--- src/hdl/smmt_pkg.sv ---
`default_nettype none
// ----------------------------------------------------------------------------
// smmt_pkg: shared types and constants
// Widths, event codes and sequencer states for the min/max/mean tracker.
// ----------------------------------------------------------------------------
package smmt_pkg;

  localparam int ADC_BITS   = 10;
  localparam int CNT_W      = 7;
  localparam int MAX_WINDOW = 64;
  localparam int TOTAL_W    = 16;
  localparam int FRAC_BITS  = 4;
  localparam int MEAN_W     = 14;
  localparam int DVD_W      = TOTAL_W + FRAC_BITS;
  localparam int DIV_CNT_W  = $clog2(DVD_W + 1);

  localparam logic [ADC_BITS-1:0] FULL_SCALE = '1;
  localparam logic [CNT_W-1:0]    WIN_RESET  = CNT_W'(40);

  // event codes carried on the input tuser
  localparam logic [1:0] FUNC_SAMPLE = 2'd0;
  localparam logic [1:0] FUNC_START  = 2'd1;
  localparam logic [1:0] FUNC_STOP   = 2'd2;

  typedef enum logic [1:0] {
    ST_IDLE,
    ST_DIV,
    ST_LOAD
  } smmt_state_t;

  typedef struct packed {
    logic busy;
    logic done;
  } div_stat_t;

endpackage : smmt_pkg
`default_nettype wire

--- src/hdl/sample_min_max_mean_tracker.sv ---
`default_nettype none
// ----------------------------------------------------------------------------
// sample_min_max_mean_tracker: running min / max / window mean of ADC codes
// Voltmeter statistics engine built around a shared serial divider.
// ----------------------------------------------------------------------------
// Each input item is an event: tuser selects sample, start or stop, and tdata
// carries the 10-bit converter code. Every item yields exactly one result item
// with the statistics after that event. Start clears everything and presets
// the minimum to full scale; stop clears all but the running total. A sample
// taken while recording bumps the window count (restarting at one, with the
// total cleared, once it passes window_length), adds into a total that
// saturates at 65535, and updates max and the smallest nonzero code. The mean
// is floor(16 * total / count), saturated at 16383, computed by a restoring
// divider that yields one quotient bit per clock. A sample while recording
// starts the divider on accept and the mean is captured when it is done;
// other items skip the divider. Every item then loads the output register,
// waiting while an earlier result is untaken, and in_tready returns after
// that load. The output register lets the next item be accepted while a
// result still waits on out_tready. The user must write window_length
// through cfg_wr_en / cfg_wr_data only while no item is in flight; the block
// does not enforce this. 0 acts as 1 and values above 64 act as 64.
// ----------------------------------------------------------------------------
module sample_min_max_mean_tracker (
  input  wire logic        clk,
  input  wire logic        rst_n,
  // configuration: window_length
  input  wire logic        cfg_wr_en,
  input  wire logic [6:0]  cfg_wr_data,
  // input items
  input  wire logic        in_tvalid,
  output logic             in_tready,
  input  wire logic [15:0] in_tdata,   // [9:0] sample_code, rest zero
  input  wire logic [1:0]  in_tuser,   // [1:0] func
  // result items
  output logic             out_tvalid,
  input  wire logic        out_tready,
  output logic [55:0]      out_tdata,  // [9:0] last_code, [23:10] mean_q4,
                                       // [33:24] max_code, [43:34] min_code,
                                       // [50:44] sample_count, rest zero
  output logic             out_tuser   // [0] recording
);
  import smmt_pkg::*;

  localparam int OUT_W = 56;
  localparam int PAY_W = ADC_BITS + MEAN_W + ADC_BITS + ADC_BITS + CNT_W;

  smmt_state_t state_r, state_nxt;

  // statistics
  logic                rec_r, rec_nxt;
  logic [CNT_W-1:0]    cnt_r, cnt_nxt;
  logic [TOTAL_W-1:0]  total_r, total_nxt;
  logic [ADC_BITS-1:0] min_r, min_nxt;
  logic [ADC_BITS-1:0] max_r, max_nxt;
  logic [ADC_BITS-1:0] last_r, last_nxt;
  logic [MEAN_W-1:0]   mean_r, mean_nxt;
  logic [CNT_W-1:0]    win_r;

  // output register
  logic                out_valid_r, out_valid_nxt;
  logic [OUT_W-1:0]    out_data_r;
  logic                out_user_r;

  logic                in_acc;
  logic [1:0]          func;
  logic [ADC_BITS-1:0] code;
  logic                take;
  logic [CNT_W-1:0]    win_eff;
  logic [CNT_W-1:0]    cnt_inc;
  logic                wrap;
  logic [TOTAL_W:0]    sum;
  logic [TOTAL_W-1:0]  total_new;
  logic [CNT_W-1:0]    cnt_new;

  logic                div_start;
  logic                out_load;
  logic [DVD_W-1:0]    quotient;
  div_stat_t           div_stat;

  assign func   = in_tuser;
  assign code   = in_tdata[ADC_BITS-1:0];
  assign in_acc = in_tvalid && in_tready;
  assign take   = in_acc && (func == FUNC_SAMPLE) && rec_r;

  // window length clamp
  always_comb begin
    if (win_r == '0) begin
      win_eff = CNT_W'(1);
    end else if (win_r > CNT_W'(MAX_WINDOW)) begin
      win_eff = CNT_W'(MAX_WINDOW);
    end else begin
      win_eff = win_r;
    end
  end

  assign cnt_inc   = cnt_r + CNT_W'(1);
  assign wrap      = cnt_inc > win_eff;
  assign cnt_new   = wrap ? CNT_W'(1) : cnt_inc;
  assign sum       = {1'b0, (wrap ? TOTAL_W'(0) : total_r)} + (TOTAL_W + 1)'(code);
  assign total_new = sum[TOTAL_W] ? '1 : sum[TOTAL_W-1:0];

  // statistics update on accept; mean lands when the divider finishes
  always_comb begin
    rec_nxt   = rec_r;
    cnt_nxt   = cnt_r;
    total_nxt = total_r;
    min_nxt   = min_r;
    max_nxt   = max_r;
    last_nxt  = last_r;
    mean_nxt  = mean_r;
    if (in_acc) begin
      case (func)
        FUNC_START: begin
          rec_nxt   = 1'b1;
          cnt_nxt   = '0;
          total_nxt = '0;
          min_nxt   = FULL_SCALE;
          max_nxt   = '0;
          last_nxt  = '0;
          mean_nxt  = '0;
        end
        FUNC_STOP: begin
          rec_nxt  = 1'b0;
          cnt_nxt  = '0;
          min_nxt  = '0;
          max_nxt  = '0;
          last_nxt = '0;
          mean_nxt = '0;
        end
        FUNC_SAMPLE: begin
          if (rec_r) begin
            cnt_nxt   = cnt_new;
            total_nxt = total_new;
            last_nxt  = code;
            if ((code != '0) && (code < min_r)) min_nxt = code;
            if (code > max_r) max_nxt = code;
          end
        end
        default: begin
        end
      endcase
    end
    if ((state_r == ST_DIV) && div_stat.done) begin
      mean_nxt = (|quotient[DVD_W-1:MEAN_W]) ? '1 : quotient[MEAN_W-1:0];
    end
  end

  smmt_div u_div (
    .clk      (clk),
    .rst_n    (rst_n),
    .start    (div_start),
    .dividend ({total_new, FRAC_BITS'(0)}),
    .divisor  (cnt_new),
    .quotient (quotient),
    .stat     (div_stat)
  );

  // sequencer: next state
  always_comb begin
    state_nxt = state_r;
    case (state_r)
      ST_IDLE: begin
        if (in_acc) state_nxt = take ? ST_DIV : ST_LOAD;
      end
      ST_DIV: begin
        if (div_stat.done) state_nxt = ST_LOAD;
      end
      ST_LOAD: begin
        if (out_load) state_nxt = ST_IDLE;
      end
      default: state_nxt = ST_IDLE;
    endcase
  end

  // sequencer: outputs
  always_comb begin
    in_tready = 1'b0;
    div_start = 1'b0;
    out_load  = 1'b0;
    case (state_r)
      ST_IDLE: begin
        in_tready = 1'b1;
        div_start = take;
      end
      ST_DIV: begin
      end
      ST_LOAD: begin
        out_load = !out_valid_r || out_tready;
      end
      default: begin
      end
    endcase
  end

  always_comb begin
    out_valid_nxt = out_valid_r;
    if (out_load) begin
      out_valid_nxt = 1'b1;
    end else if (out_tready) begin
      out_valid_nxt = 1'b0;
    end
  end

  always_ff @(posedge clk) begin
    if (!rst_n) begin
      state_r     <= ST_IDLE;
      rec_r       <= 1'b0;
      cnt_r       <= '0;
      total_r     <= '0;
      min_r       <= '0;
      max_r       <= '0;
      last_r      <= '0;
      mean_r      <= '0;
      win_r       <= WIN_RESET;
      out_valid_r <= 1'b0;
    end else begin
      state_r     <= state_nxt;
      rec_r       <= rec_nxt;
      cnt_r       <= cnt_nxt;
      total_r     <= total_nxt;
      min_r       <= min_nxt;
      max_r       <= max_nxt;
      last_r      <= last_nxt;
      mean_r      <= mean_nxt;
      out_valid_r <= out_valid_nxt;
      if (cfg_wr_en) win_r <= cfg_wr_data;
    end
  end

  // result payload, no reset needed
  always_ff @(posedge clk) begin
    if (out_load) begin
      out_data_r <= {(OUT_W - PAY_W)'(0), cnt_r, min_r, max_r, mean_r, last_r};
      out_user_r <= rec_r;
    end
  end

  assign out_tvalid = out_valid_r;
  assign out_tdata  = out_data_r;
  assign out_tuser  = out_user_r;

  // --------------------------------------------------------------------------
  // checks
  // --------------------------------------------------------------------------
  a_ready_div_idle: assert property (@(posedge clk) disable iff (!rst_n)
    in_tready |-> !div_stat.busy)
    else $error("input ready while divider busy");

  a_done_to_load: assert property (@(posedge clk) disable iff (!rst_n)
    (state_r == ST_DIV && div_stat.done) |=> (state_r == ST_LOAD))
    else $error("divider result not followed by output load");

  a_cnt_bound: assert property (@(posedge clk) disable iff (!rst_n)
    cnt_r <= CNT_W'(MAX_WINDOW))
    else $error("window count beyond maximum window");

  a_idle_cleared: assert property (@(posedge clk) disable iff (!rst_n)
    !rec_r |-> (cnt_r == '0 && max_r == '0 && last_r == '0 && mean_r == '0))
    else $error("statistics not cleared while not recording");

endmodule : sample_min_max_mean_tracker
`default_nettype wire

--- src/hdl/smmt_div.sv ---
`default_nettype none
// ----------------------------------------------------------------------------
// smmt_div: restoring divider, one quotient bit per cycle
// Divides the scaled window total by the sample count.
// ----------------------------------------------------------------------------
module smmt_div (
  input  wire logic                       clk,
  input  wire logic                       rst_n,
  input  wire logic                       start,
  input  wire logic [smmt_pkg::DVD_W-1:0] dividend,
  input  wire logic [smmt_pkg::CNT_W-1:0] divisor,
  output logic      [smmt_pkg::DVD_W-1:0] quotient,
  output smmt_pkg::div_stat_t             stat
);
  import smmt_pkg::*;

  logic [DVD_W-1:0]     quo_r, quo_nxt;
  logic [CNT_W:0]       rem_r, rem_nxt;
  logic [CNT_W-1:0]     dsr_r, dsr_nxt;
  logic [DIV_CNT_W-1:0] cnt_r, cnt_nxt;
  logic                 done_r, done_nxt;
  logic [CNT_W:0]       rem_sh;
  logic                 ge;

  assign rem_sh = {rem_r[CNT_W-1:0], quo_r[DVD_W-1]};
  assign ge     = rem_sh >= {1'b0, dsr_r};

  always_comb begin
    quo_nxt  = quo_r;
    rem_nxt  = rem_r;
    dsr_nxt  = dsr_r;
    cnt_nxt  = cnt_r;
    done_nxt = 1'b0;
    if (start) begin
      quo_nxt = dividend;
      rem_nxt = '0;
      dsr_nxt = divisor;
      cnt_nxt = DIV_CNT_W'(DVD_W);
    end else if (cnt_r != '0) begin
      quo_nxt  = {quo_r[DVD_W-2:0], ge};
      rem_nxt  = ge ? (rem_sh - {1'b0, dsr_r}) : rem_sh;
      cnt_nxt  = cnt_r - DIV_CNT_W'(1);
      done_nxt = (cnt_r == DIV_CNT_W'(1));
    end
  end

  always_ff @(posedge clk) begin
    if (!rst_n) begin
      cnt_r  <= '0;
      done_r <= 1'b0;
    end else begin
      cnt_r  <= cnt_nxt;
      done_r <= done_nxt;
    end
  end

  always_ff @(posedge clk) begin
    quo_r <= quo_nxt;
    rem_r <= rem_nxt;
    dsr_r <= dsr_nxt;
  end

  assign quotient  = quo_r;
  assign stat.busy = (cnt_r != '0);
  assign stat.done = done_r;

endmodule : smmt_div
`default_nettype wire
--- config.mk ---
export PLATFORM = sky130hd
export DESIGN_NAME = sample_min_max_mean_tracker
export DESIGN_NICKNAME = d
export VERILOG_FILES = /design/src/hdl/smmt_pkg.sv /design/src/hdl/sample_min_max_mean_tracker.sv /design/src/hdl/smmt_div.sv
export SDC_FILE = /design/constraint.sdc
export NUM_CORES = 1
export LEC_CHECK = 0
export BUFFER_PORTS_ARGS = -buffer_cell sky130_fd_sc_hd__buf_4
export CAP_MARGIN = 10
export CORE_AREA = 2 2 132 134
export CTS_CLUSTER_DIAMETER = 150
export DETAILED_ROUTE_END_ITERATION = 8
export DIE_AREA = 0 0 134 136
export HOLD_SLACK_MARGIN = 0.03
export PLACE_DENSITY = 0.81
export SLEW_MARGIN = 10
export SYNTH_ARGS = -nofsm -noshare
export SYNTH_HDL_FRONTEND = slang
export SYNTH_SLANG_ARGS = --single-unit
--- constraint.sdc ---
create_clock -name clk -period 10 [get_ports clk]
set_input_delay 0 -clock clk [delete_from_list [all_inputs] [get_ports clk]]
set_output_delay 0 -clock clk [all_outputs]
set_load 0.05 [all_outputs]
==> results of run 1 <==
synthesized netlist by cell type, types with 3 or more instances:
library cell / n
nand3_1: 17
o2111ai_1: 3
a21boi_0: 4
a211oi_1: 6
inv_1: 54
a21o_1: 10
mux2i_1: 25
and3_1: 6
xnor2_1: 8
a22o_1: 13
dfxtp_1: 95
and2_1: 21
o21ai_0: 27
buf_2: 3
buf_4: 6
ha_1: 50
nor2_1: 37
mux2_2: 3
a21boi_1: 7
o21ai_1: 13
nor2b_1: 24
nor3_1: 5
o211ai_1: 3
nand2_1: 112
o21a_1: 7
clkbuf_1: 29
a21oi_1: 60
o31ai_1: 19
edfxtp_1: 75
nor4_1: 3
xor2_1: 9
nand2b_1: 4
nand4_1: 9
a22oi_1: 13
or2_2: 6
layout make-up:
class                      count  area (um2)  area share, %
clock buffer                  21         440           4.48
inverter                      54         203           2.06
timing repair buffer         107         868           8.84
clock inverter                11         174           1.77
multi-input combinational    563        3700           37.7
sequential                   170        4150           42.3
tap                          225         282           2.87
timing repair:
item / CTS / global route
hold buffers: 26 / 0
endpoints found under the setup margin: 0 / 0
endpoints found under the hold margin: 37 / 0
flip-flops by register name, summed over array words and instances, names as in the netlist, 10 cells and up:
register	flops
min_r	10
out_tdata	51
mean_r	14
u_div.quotient	20
last_r	10
max_r	10
total_r	16
worst max-delay path, stage by stage, from the launching register on:
cell	delay [ns]
dfxtp_1	0.47
ha_1	0.23
nand3_1	0.12
nor2_1	0.15
xnor2_1	0.19
inv_1	0.07
ha_1	0.29
and4_1	0.21
a21boi_0	0.43
o31ai_4	0.10
buf_4	0.23
and2_1	0.19
ha_1	0.37
and3_1	0.22
a221oi_2	0.09
a221oi_2	0.78
and3_1	0.52
nor2_1	0.17
o21ai_0	0.19
power groups by stage:
stage,Clock (mW),Sequential (mW),Combinational [mW]
after CTS,0.694,0.887,0.471
after global routing,0.724,0.896,0.530
after detailed placement,0,0.902,0.458
final,0.686,0.888,0.471
after global placement,0,0.899,0.445
after floorplan,0,0.918,0.332
layer usage:
layer	track usage [%]	part of all wire [%]	vias up	wire, um
li1	-	-	3103	-
met1	23.6	43	2952	7530
met5	0	0	-	0
met2	34.7	50	178	8740
met4	7.09	2.1	0	368
met3	4.14	3.9	35	676
through the flow:
| step | std cells | hold WS (ns) | area, um2 |
|---|---|---|---|
| 6_report | 1151 | 0.0812 | 9830 |
| 2_1_floorplan | 828 | 0.126 | 8240 |
| 3_3_place_gp | 1093 | 0.213 | 8950 |
| 3_5_place_dp | 1093 | 0.217 | 8950 |
| 5_1_grt | 1151 | 0.131 | 9830 |
| 4_1_cts | 1151 | 0.0767 | 9830 |
cell families after synthesis:
kind of cell / share of synthesized area (%)
xor+xnor: 1.81
compound gates: 16.5
fa+ha+maj: 8.09
other cells: 0.0456
mux: 3.45
simple gates: 14.9
buf+inv: 4.75
flops: 50.5
final timing paths:
path                            cells past startpoint  slack (ns)                  to
worst max-delay path                               18        4.80  u_div.quotient[12]
worst min-delay path                                2        0.08            win_r[5]
worst max register to register                     18        4.80  u_div.quotient[12]
worst min register to register                      0        0.43       out_tdata[14]
==> impl_metrics.tcl, run 1 <==
set metrics [dict create \
    diodes 0 \
    synth_cells 824 \
    dieArea_um2 18200 \
    vias_per_cell 5.45 \
    ys_seq_area_share_pct 50.5 \
    grt_pass1_vias 5944 \
    hold_class "in -> reg" \
    p_leak_nw 4.04 \
    period_needed_ns 5.20 \
    ys_seq_elements 170 \
    synth_top_area_share_pct 27.4 \
    synthFlopType "dfxtp_1" \
    power.share.switching_pct 29.9 \
    finalCritPeriodShare_pct 52.0 \
    gp_congestion 0.901 \
    power.share.clock_pct 33.5 \
    numCtsBuffers 17 \
    final_core_util_pct 58.2 \
    drive_gt1_share_pct 13.6 \
    drv_cap 0 \
    final_common_cell "nand2_1" \
    wl_per_cell_um 15.0 \
    worstMarginPinSlew_ns 1.16 \
    rows 48 \
    grt_pass1_wl_mm 28.5 \
    startpoint_type "flip-flop" \
    firstDrtPassIters 4 \
    cts_tree "yes" \
    worstSetupEndpointType "flip-flop" \
    cp_data_arrival_time_ns 5.45 \
    remaining_drc_errors 0 \
    postCtsSetupRepairBufs 0 \
    cts_buffer_depth 2 \
    grt_max_degree 86 \
    hold_start "rst_n" \
    grt_usage_pct 19.6 \
    power_frac_comb_pct 23.0 \
    fin_nets 995 \
    run_status "completed" \
    finalHoldViolCount 0 \
    nFillCells 1409 \
    die_w_um 134 \
    grt-ovfl-total 0 \
    synth_area_per_cell_um2 9.98 \
    place_hpwl_mm 11.6 \
    tns_ns 0 \
    area_growth_pct 19.4 \
    path_class "reg -> reg" \
    final_cell_mix "nand2_1 (112), dfxtp_1 (95), buf_4 (81), edfxtp_1 (75), a21oi_1 (60)" \
    max-vdd-ir-drop_uv 130 \
    num_vias 6268 \
    power.density_nw_per_um2 208 \
    critPathLaunch "cnt_r[0]" \
    synth_top_cell_by_area "edfxtp_1" \
    coreArea_um2 16900 \
    antenna_found_initial 0 \
    dp_worst_setup_slack_ns 4.86 \
    synth.distinct_cells 62 \
    total_power_mw 2.04 \
    setup_viol 0 \
    pin_count 89 \
    slew_headroom_pct 22.3 \
    io_buffers 77 \
    cts_root_buf "clkbuf_16" \
    synth_warnings 0 \
    reg2reg_from "cnt_r[0]" \
    pwr-share-seq_pct 43.4 \
    final_antenna_net_count 0 \
    htreeDepth 4 \
    drt_iter0_drc 349 \
    slew_violations 0 \
    cts-resized-gates 0 \
    clk_pin_slew_ns 0.06 \
    synth_edf_count 75 \
    fin_skew_ns 0.00904 \
    die_y_um 136 \
    fmax_mhz 192 \
    crit_required_ns 10.25 \
    clk_latency_ns 0.43 \
    p_int_mw 1.43 \
    power.net_switching_mw 0.611 \
    worst-path-max-fanout 26 \
    syn_area_um2 8230 \
    synthArstFlopShare_pct 0 \
    start_util_pct 48.7 \
    yosys-top-cells-area "edfxtp_1 (27%), dfxtp_1 (23%), ha_1 (7.6%)" \
    fin_ws_ns 4.80 \
    routed_wl_mm 17.3 \
    rsz0062_at_grt "no" \
    clock_sinks 170 \
]
Power figures use the tool's default switching activity.
==> inputs of run 2 (changes only) <==
--- a/config.mk
+++ b/config.mk
@@ -5,12 +5,13 @@
 export SDC_FILE = /design/constraint.sdc
 export NUM_CORES = 1
 export LEC_CHECK = 0
+export ABC_AREA = 1
 export BUFFER_PORTS_ARGS = -buffer_cell sky130_fd_sc_hd__buf_4
 export CAP_MARGIN = 10
-export CORE_AREA = 2 2 132 134
+export CORE_AREA = 2 2 130 132
 export CTS_CLUSTER_DIAMETER = 150
 export DETAILED_ROUTE_END_ITERATION = 8
-export DIE_AREA = 0 0 134 136
+export DIE_AREA = 0 0 132 134
 export HOLD_SLACK_MARGIN = 0.03
 export PLACE_DENSITY = 0.81
 export SLEW_MARGIN = 10
==> constraint.sdc (replaced) <==
create_clock -name clk -period 5.3 [get_ports clk]
set_input_delay 0 -clock clk [delete_from_list [all_inputs] [get_ports clk]]
set_output_delay 0 -clock clk [all_outputs]
set_load 0.05 [all_outputs]
==> run 2 against run 1 <==
Cell count increased by 9.8%. Non-clock buffer count up 7. Clock-buffer cell count is 3 lower. Die area down 2.9%. Final area fell by 1.1%. Wire length is 3.9% higher. Global-route usage grew 1.2 points. Critical path type unchanged. Critical endpoint is now u_div.quotient[8]. Largest power group unchanged.
==> impl_metrics.tcl, run 2 <==
set metrics [dict create \
    run_status "completed" \
    worstRegToRegCells 23 \
    grt_usage_pct 20.8 \
    synth_top_cell_by_area "edfxtp_1" \
    synth_cells 926 \
    synth_warnings 0 \
    final_cell_mix "nand2_1 (226), inv_1 (109), a21oi_1 (97), dfxtp_1 (95), buf_4 (81)" \
    multiInputGateArea_um2 3320 \
    synth_top_area_share_pct 28.0 \
    slew_headroom_pct 26.5 \
    hold_start "in_tdata[7]" \
    synth_area_per_cell_um2 8.68 \
    largest_register_ffs 51 \
    start_util_pct 49.3 \
    yosys-top-cells-area "edfxtp_1 (28%), dfxtp_1 (24%), nand2_1 (11%)" \
    coreArea_um2 16300 \
    final_antenna_net_count 0 \
    period_needed_ns 4.66 \
    die_w_um 132 \
    diodes 0 \
    clk_latency_ns 0.43 \
    cts_buffer_depth 2 \
    synth_edf_count 75 \
    grt_pass1_vias 6090 \
    synthArstFlopShare_pct 0 \
    finalHoldViolCount 0 \
    final_common_cell "nand2_1" \
    worst-path-max-fanout 16 \
    synthFlopType "dfxtp_1" \
    synth.distinct_cells 45 \
    worstMarginPinSlew_ns 1.10 \
    p_leak_nw 4.20 \
    antenna_found_initial 0 \
    tns_ns 0 \
    firstDrtPassIters 5 \
    fin_skew_ns 0.00842 \
    path_class "reg -> reg" \
    drive_gt1_share_pct 12.7 \
    syn_area_um2 8040 \
    hold_class "in -> reg" \
    rows 47 \
    r2r_setup_slack_ns 0.64 \
    io_buffers 77 \
    grt_pass1_wl_mm 29.5 \
    setup_viol 0 \
    pin_count 89 \
    drt_iter0_drc 346 \
    grt-ovfl-total 0 \
    numCtsBuffers 17 \
    place_hpwl_mm 11.9 \
    htreeDepth 4 \
    finalCritPeriodShare_pct 87.9 \
    crit_required_ns 5.49 \
    clk_pin_slew_ns 0.06 \
    drv_cap 0 \
    max-vdd-ir-drop_uv 263 \
    vias_per_cell 5.18 \
    nFillCells 1384 \
    reg2reg_from "cnt_r[0]" \
    num_vias 6550 \
    startpoint_type "flip-flop" \
    ys_top_cells_by_count "nand2_1 (226), inv_1 (109), a21oi_1 (97), dfxtp_1 (95), edfxtp_1 (75)" \
    slew_violations 0 \
    die_y_um 134 \
    area_growth_pct 20.9 \
    ys_seq_elements 170 \
    fmax_mhz 215 \
    final-seq-area_um2 4150 \
    rsz0062_at_grt "no" \
    reg2reg_to "u_div.quotient[8]" \
    total_power_mw 3.80 \
    worstSetupEndpointType "flip-flop" \
    cp_data_arrival_time_ns 4.85 \
    remaining_drc_errors 0 \
    cts_tree "yes" \
    wl_per_cell_um 14.2 \
    routed_wl_mm 18.0 \
    gp_congestion 0.895 \
    cts_root_buf "clkbuf_16" \
    hold_end "last_r[7]" \
    clock_sinks 170 \
    yosysMostFrequentCell "nand2_1" \
    power.density_nw_per_um2 392 \
    grt_max_degree 62 \
    dieArea_um2 17700 \
    fin_nets 1113 \
    ys_seq_area_share_pct 51.7 \
    hold-path-cell-count 5 \
]
[run 2: changes by cell type in the layout (fill, tap and decap cells not counted), sizes merged, moves of 24 or more]
cell	previous run	this run
mux2i	25	0
nor2	38	71
a21oi	60	100
inv	54	115
nor2b	24	0
nand2	112	227
[run 2: through the flow]
stage / hold slack [ns] / cell area, um2 / util, % / setup WS, ns / instances
2_1_floorplan: 0.122 / 8050 / - / 1.25 / 930
3_3_place_gp: 0.218 / 8780 / 53.9 / 0.840 / 1198
3_5_place_dp: 0.228 / 8780 / 53.9 / 0.721 / 1198
4_1_cts: 0.0518 / 9700 / 59.6 / 0.676 / 1263
5_1_grt: 0.0719 / 9710 / 59.6 / 0.279 / 1264
6_report: 0.0542 / 9710 / 59.6 / 0.639 / 1264
[run 2: power by group]
part	internal, mW	total, mW	leakage, nW	switching, mW
Clock	0.705	1.25	0.286	0.542
Sequential	1.58	1.68	1.50	0.0945
Combinational	0.298	0.881	2.42	0.582
Total	2.58	3.80	4.20	1.22
[run 2: critical path, stage by stage, from the launching register on]
cell and delay, ns:
dfxtp_1 0.47, ha_1 0.22, nand2_1 0.06, inv_1 0.11, nand4_1 0.12, xor2_1 0.23
inv_1 0.07, ha_1 0.32, nand2_1 0.10, nor2_2 0.14, nand2_1 0.07, nand2_1 0.07
nand2_2 0.18, inv_1 0.49, nor2_1 0.09, ha_1 0.26, fa_1 0.46, and3_1 0.19
nor2_1 0.20, nor2_2 0.10, nand4_4 0.17, nand3b_1 0.10, nand2_1 0.13, nand2_1 0.06
[run 2: timing repair]
item / 4_1_cts / 5_1_grt
setup buffers: 0 / 0
endpoints found under the setup margin: 0 / 0
hold buffers: 33 / 0
resized for setup: 0 / 0
hold endpoints to repair: 32 / 0
[run 2: area by class of cell]
cell class / count / share of cell area [%]
clock inverter: 14 / 1.70
tap: 220 / 2.83
clock buffer: 18 / 4.42
timing repair buffer: 114 / 9.66
inverter: 114 / 4.41
multi-input combinational: 614 / 34.2
sequential: 170 / 42.8
[run 2: worst max path at each step]
| stage | endpoint | cells after the start | startpoint |
|---|---|---|---|
| 2_1_floorplan | u_div.quotient[4] | 26 | cnt_r[0] |
| 3_3_place_gp | u_div.quotient[8] | 23 | cnt_r[0] |
| 3_5_place_dp | u_div.quotient[6] | 23 | cnt_r[0] |
| 4_1_cts | u_div.quotient[8] | 23 | cnt_r[0] |
| 5_1_grt | u_div.quotient[8] | 23 | cnt_r[0] |
| 6_report | u_div.quotient[8] | 23 | cnt_r[0] |
[run 2: cells by family (layout without fill, tap and decap cells)]
group / after synthesis / count (layout) / synth area share [%]
AND/OR/NAND/NOR: 362 / 362 / 18.9
AO/OA/AOI/OAI: 177 / 177 / 11.8
flip-flops: 170 / 170 / 51.7
buffers and inverters: 146 / 260 / 7.29
adder cells (fa/ha/maj): 52 / 52 / 8.28
XOR/XNOR: 18 / 18 / 1.96
other: 1 / 5 / 0.0467
[run 2: layer usage]
metal  GRT usage (%)  share of wire, %  vias up
li1                -                 -     3267
met1            27.0                44     3030
met2            34.2                48      221
met3            5.22               6.0       32
met4            7.13               1.8        0
met5               0                 0        -
==> inputs of run 3 (changes only) <==
==> constraint.sdc (replaced) <==
create_clock -name clk -period 5.3 [get_ports clk]
set_input_delay 0.53 -clock clk [delete_from_list [all_inputs] [get_ports clk]]
set_output_delay 0.53 -clock clk [all_outputs]
set_load 0.05 [all_outputs]
==> run 3 against run 2 <==
Critical path depth stayed put. Cell count is 2.5% lower. Clock power is 3% lower. Hold slack better by 0.26 ns. Wire length is 4.6% lower. Clock-buffer cell count stayed put. Flip-flop and latch count stayed put. Maximum frequency is 2.5% higher. Critical path type unchanged. Largest power group unchanged. Highest routed layer unchanged.
==> impl_metrics.tcl, run 3 (synthesized netlist as in run 2, its figures left out) <==
set metrics [dict create \
    worstSetupEndpointType "flip-flop" \
    reg2reg_from "cnt_r[0]" \
    num_vias 6310 \
    final-seq-area_um2 4150 \
    start_util_pct 49.3 \
    numCtsBuffers 17 \
    fin_skew_ns 0.00917 \
    tns_ns 0 \
    critPathSlowestCell "inv_1" \
    dr_wl_met2_mm 8.12 \
    remaining_drc_errors 0 \
    startpoint_type "flip-flop" \
    cpMostUsedCell "nand2_1" \
    worstRegToRegCells 23 \
    hold_start "cfg_wr_data[5]" \
    vias_per_cell 5.12 \
    met3WireLength_um 868 \
    final_antenna_net_count 0 \
    rows 47 \
    grt-ovfl-total 0 \
    postCtsSetupRepairBufs 0 \
    crit_family "simple AND/OR/NAND/NOR gates" \
    p_leak_nw 4.05 \
    area_growth_pct 16.7 \
    largest_register_ffs 51 \
    slowest_delay_ns 0.48 \
    firstDrtPassIters 5 \
    fin_nets 1081 \
    dp_worst_setup_slack_ns 0.788 \
    hold-path-cell-count 3 \
    io_buffers 77 \
    grt_pass1_vias 5890 \
    coreArea_um2 16300 \
    nFillCells 1406 \
    cp_data_arrival_time_ns 4.73 \
    clk_latency_ns 0.43 \
    slew_headroom_pct 19.3 \
    grt_max_degree 39 \
    period_needed_ns 4.55 \
    drive_gt1_share_pct 13.4 \
    drv_cap 0 \
    drt_iter0_drc 399 \
    final_core_util_pct 57.6 \
    cts_buffer_depth 2 \
    crit_required_ns 5.48 \
    path_buf_inv 3 \
    path_cells "ha_1 -> nand2_1 -> inv_1 -> nand4_1 -> xor2_1 -> inv_1 -> ha_1 -> nand2_1 -> nor2_2 -> nand2_1 -> nand2_1 -> nand2_2 -> inv_1 -> nor2_1 -> ha_1 -> fa_1 -> and3_1 -> nor2_1 -> nor2_2 -> nand4_4 -> nand3b_1 -> nand2_1 -> nand2_1" \
    multiInputGateArea_um2 3330 \
    antenna_found_initial 0 \
    met1_length_mm 7.84 \
    hold_buffers 0 \
    run_status "completed" \
    die_w_um 132 \
    dr.max_layer_used "met4" \
    htreeDepth 4 \
    cts_root_buf "clkbuf_16" \
    hold_ws_ns 0.315 \
    finalHoldViolCount 0 \
    reg2reg_to "u_div.quotient[8]" \
    fmax_mhz 220 \
    final_cell_mix "nand2_1 (226), inv_1 (109), a21oi_1 (97), dfxtp_1 (95), buf_4 (82)" \
    finalCritPeriodShare_pct 85.8 \
    fin_ws_ns 0.755 \
    clk_pin_slew_ns 0.07 \
    hold_end "win_r[5]" \
    clock_sinks 170 \
    routed_wl_mm 17.2 \
    power.density_nw_per_um2 400 \
    worstMarginPinSlew_ns 1.21 \
    pin_count 89 \
    grt_pass1_wl_mm 28.2 \
    path_class "reg -> reg" \
    dieArea_um2 17700 \
    cts_tree "yes" \
    cts-resized-gates 0 \
    wl_per_cell_um 13.9 \
    final_common_cell "nand2_1" \
    rsz0062_at_grt "no" \
    r2r_setup_slack_ns 0.75 \
    max-vdd-ir-drop_uv 289 \
    diodes 0 \
    hold_class "in -> reg" \
    worst-path-max-fanout 16 \
    slew_violations 0 \
    grt_usage_pct 19.8 \
    place_hpwl_mm 11.9 \
    setup_viol 0 \
    gp_congestion 0.890 \
    die_y_um 134 \
]
[run 3: layout make-up]
class / instances / area share [%]
clock buffers: 18 / 4.68
clock inverters: 14 / 1.45
inverters: 114 / 4.56
multi-input cells: 614 / 35.5
flip-flops and latches: 170 / 44.3
well taps: 220 / 2.94
repair buffers: 82 / 6.56
[run 3: tightest hold or removal path, cell delays in order]
cell and delay, ns:
buf_4 0.08, nand2_1 0.04, nand3_1 0.06
[run 3: worst max-delay path by stage]
| stage | startpoint | end | slack (ns) | depth (start not counted) |
|---|---|---|---|---|
| detailed placement | cnt_r[0] | u_div.quotient[15] | 0.79 | 23 |
| finish | cnt_r[0] | u_div.quotient[8] | 0.75 | 23 |
| CTS | cnt_r[0] | u_div.quotient[8] | 0.79 | 23 |
| global placement | cnt_r[0] | u_div.quotient[8] | 0.82 | 23 |
| floorplan | cnt_r[0] | u_div.quotient[4] | 1.25 | 26 |
| global route | cnt_r[0] | u_div.quotient[4] | 0.45 | 23 |
[run 3: per-layer routing]
metal  vias up  GRT usage (%)
li1       3194              -
met1      2912           25.7
met2       168           32.5
met3        36           4.38
met4         0           7.73
met5         -              0
[run 3: metrics by stage]
stage / instance area [um2] / total power, mW / cells
4_1_cts: 9370 / 3.76 / 1232
5_1_grt: 9380 / 3.95 / 1232
3_3_place_gp: 8790 / 2.52 / 1200
3_5_place_dp: 8790 / 2.55 / 1200
6_report: 9380 / 3.75 / 1232
2_1_floorplan: 8050 / 2.33 / 930
[run 3: report_power, final]
| part | total (mW) | switching, mW | internal [mW] |
|---|---|---|---|
| combinational | 0.864 | 0.584 | 0.281 |
| sequential | 1.68 | 0.0950 | 1.58 |
| clock | 1.21 | 0.542 | 0.670 |
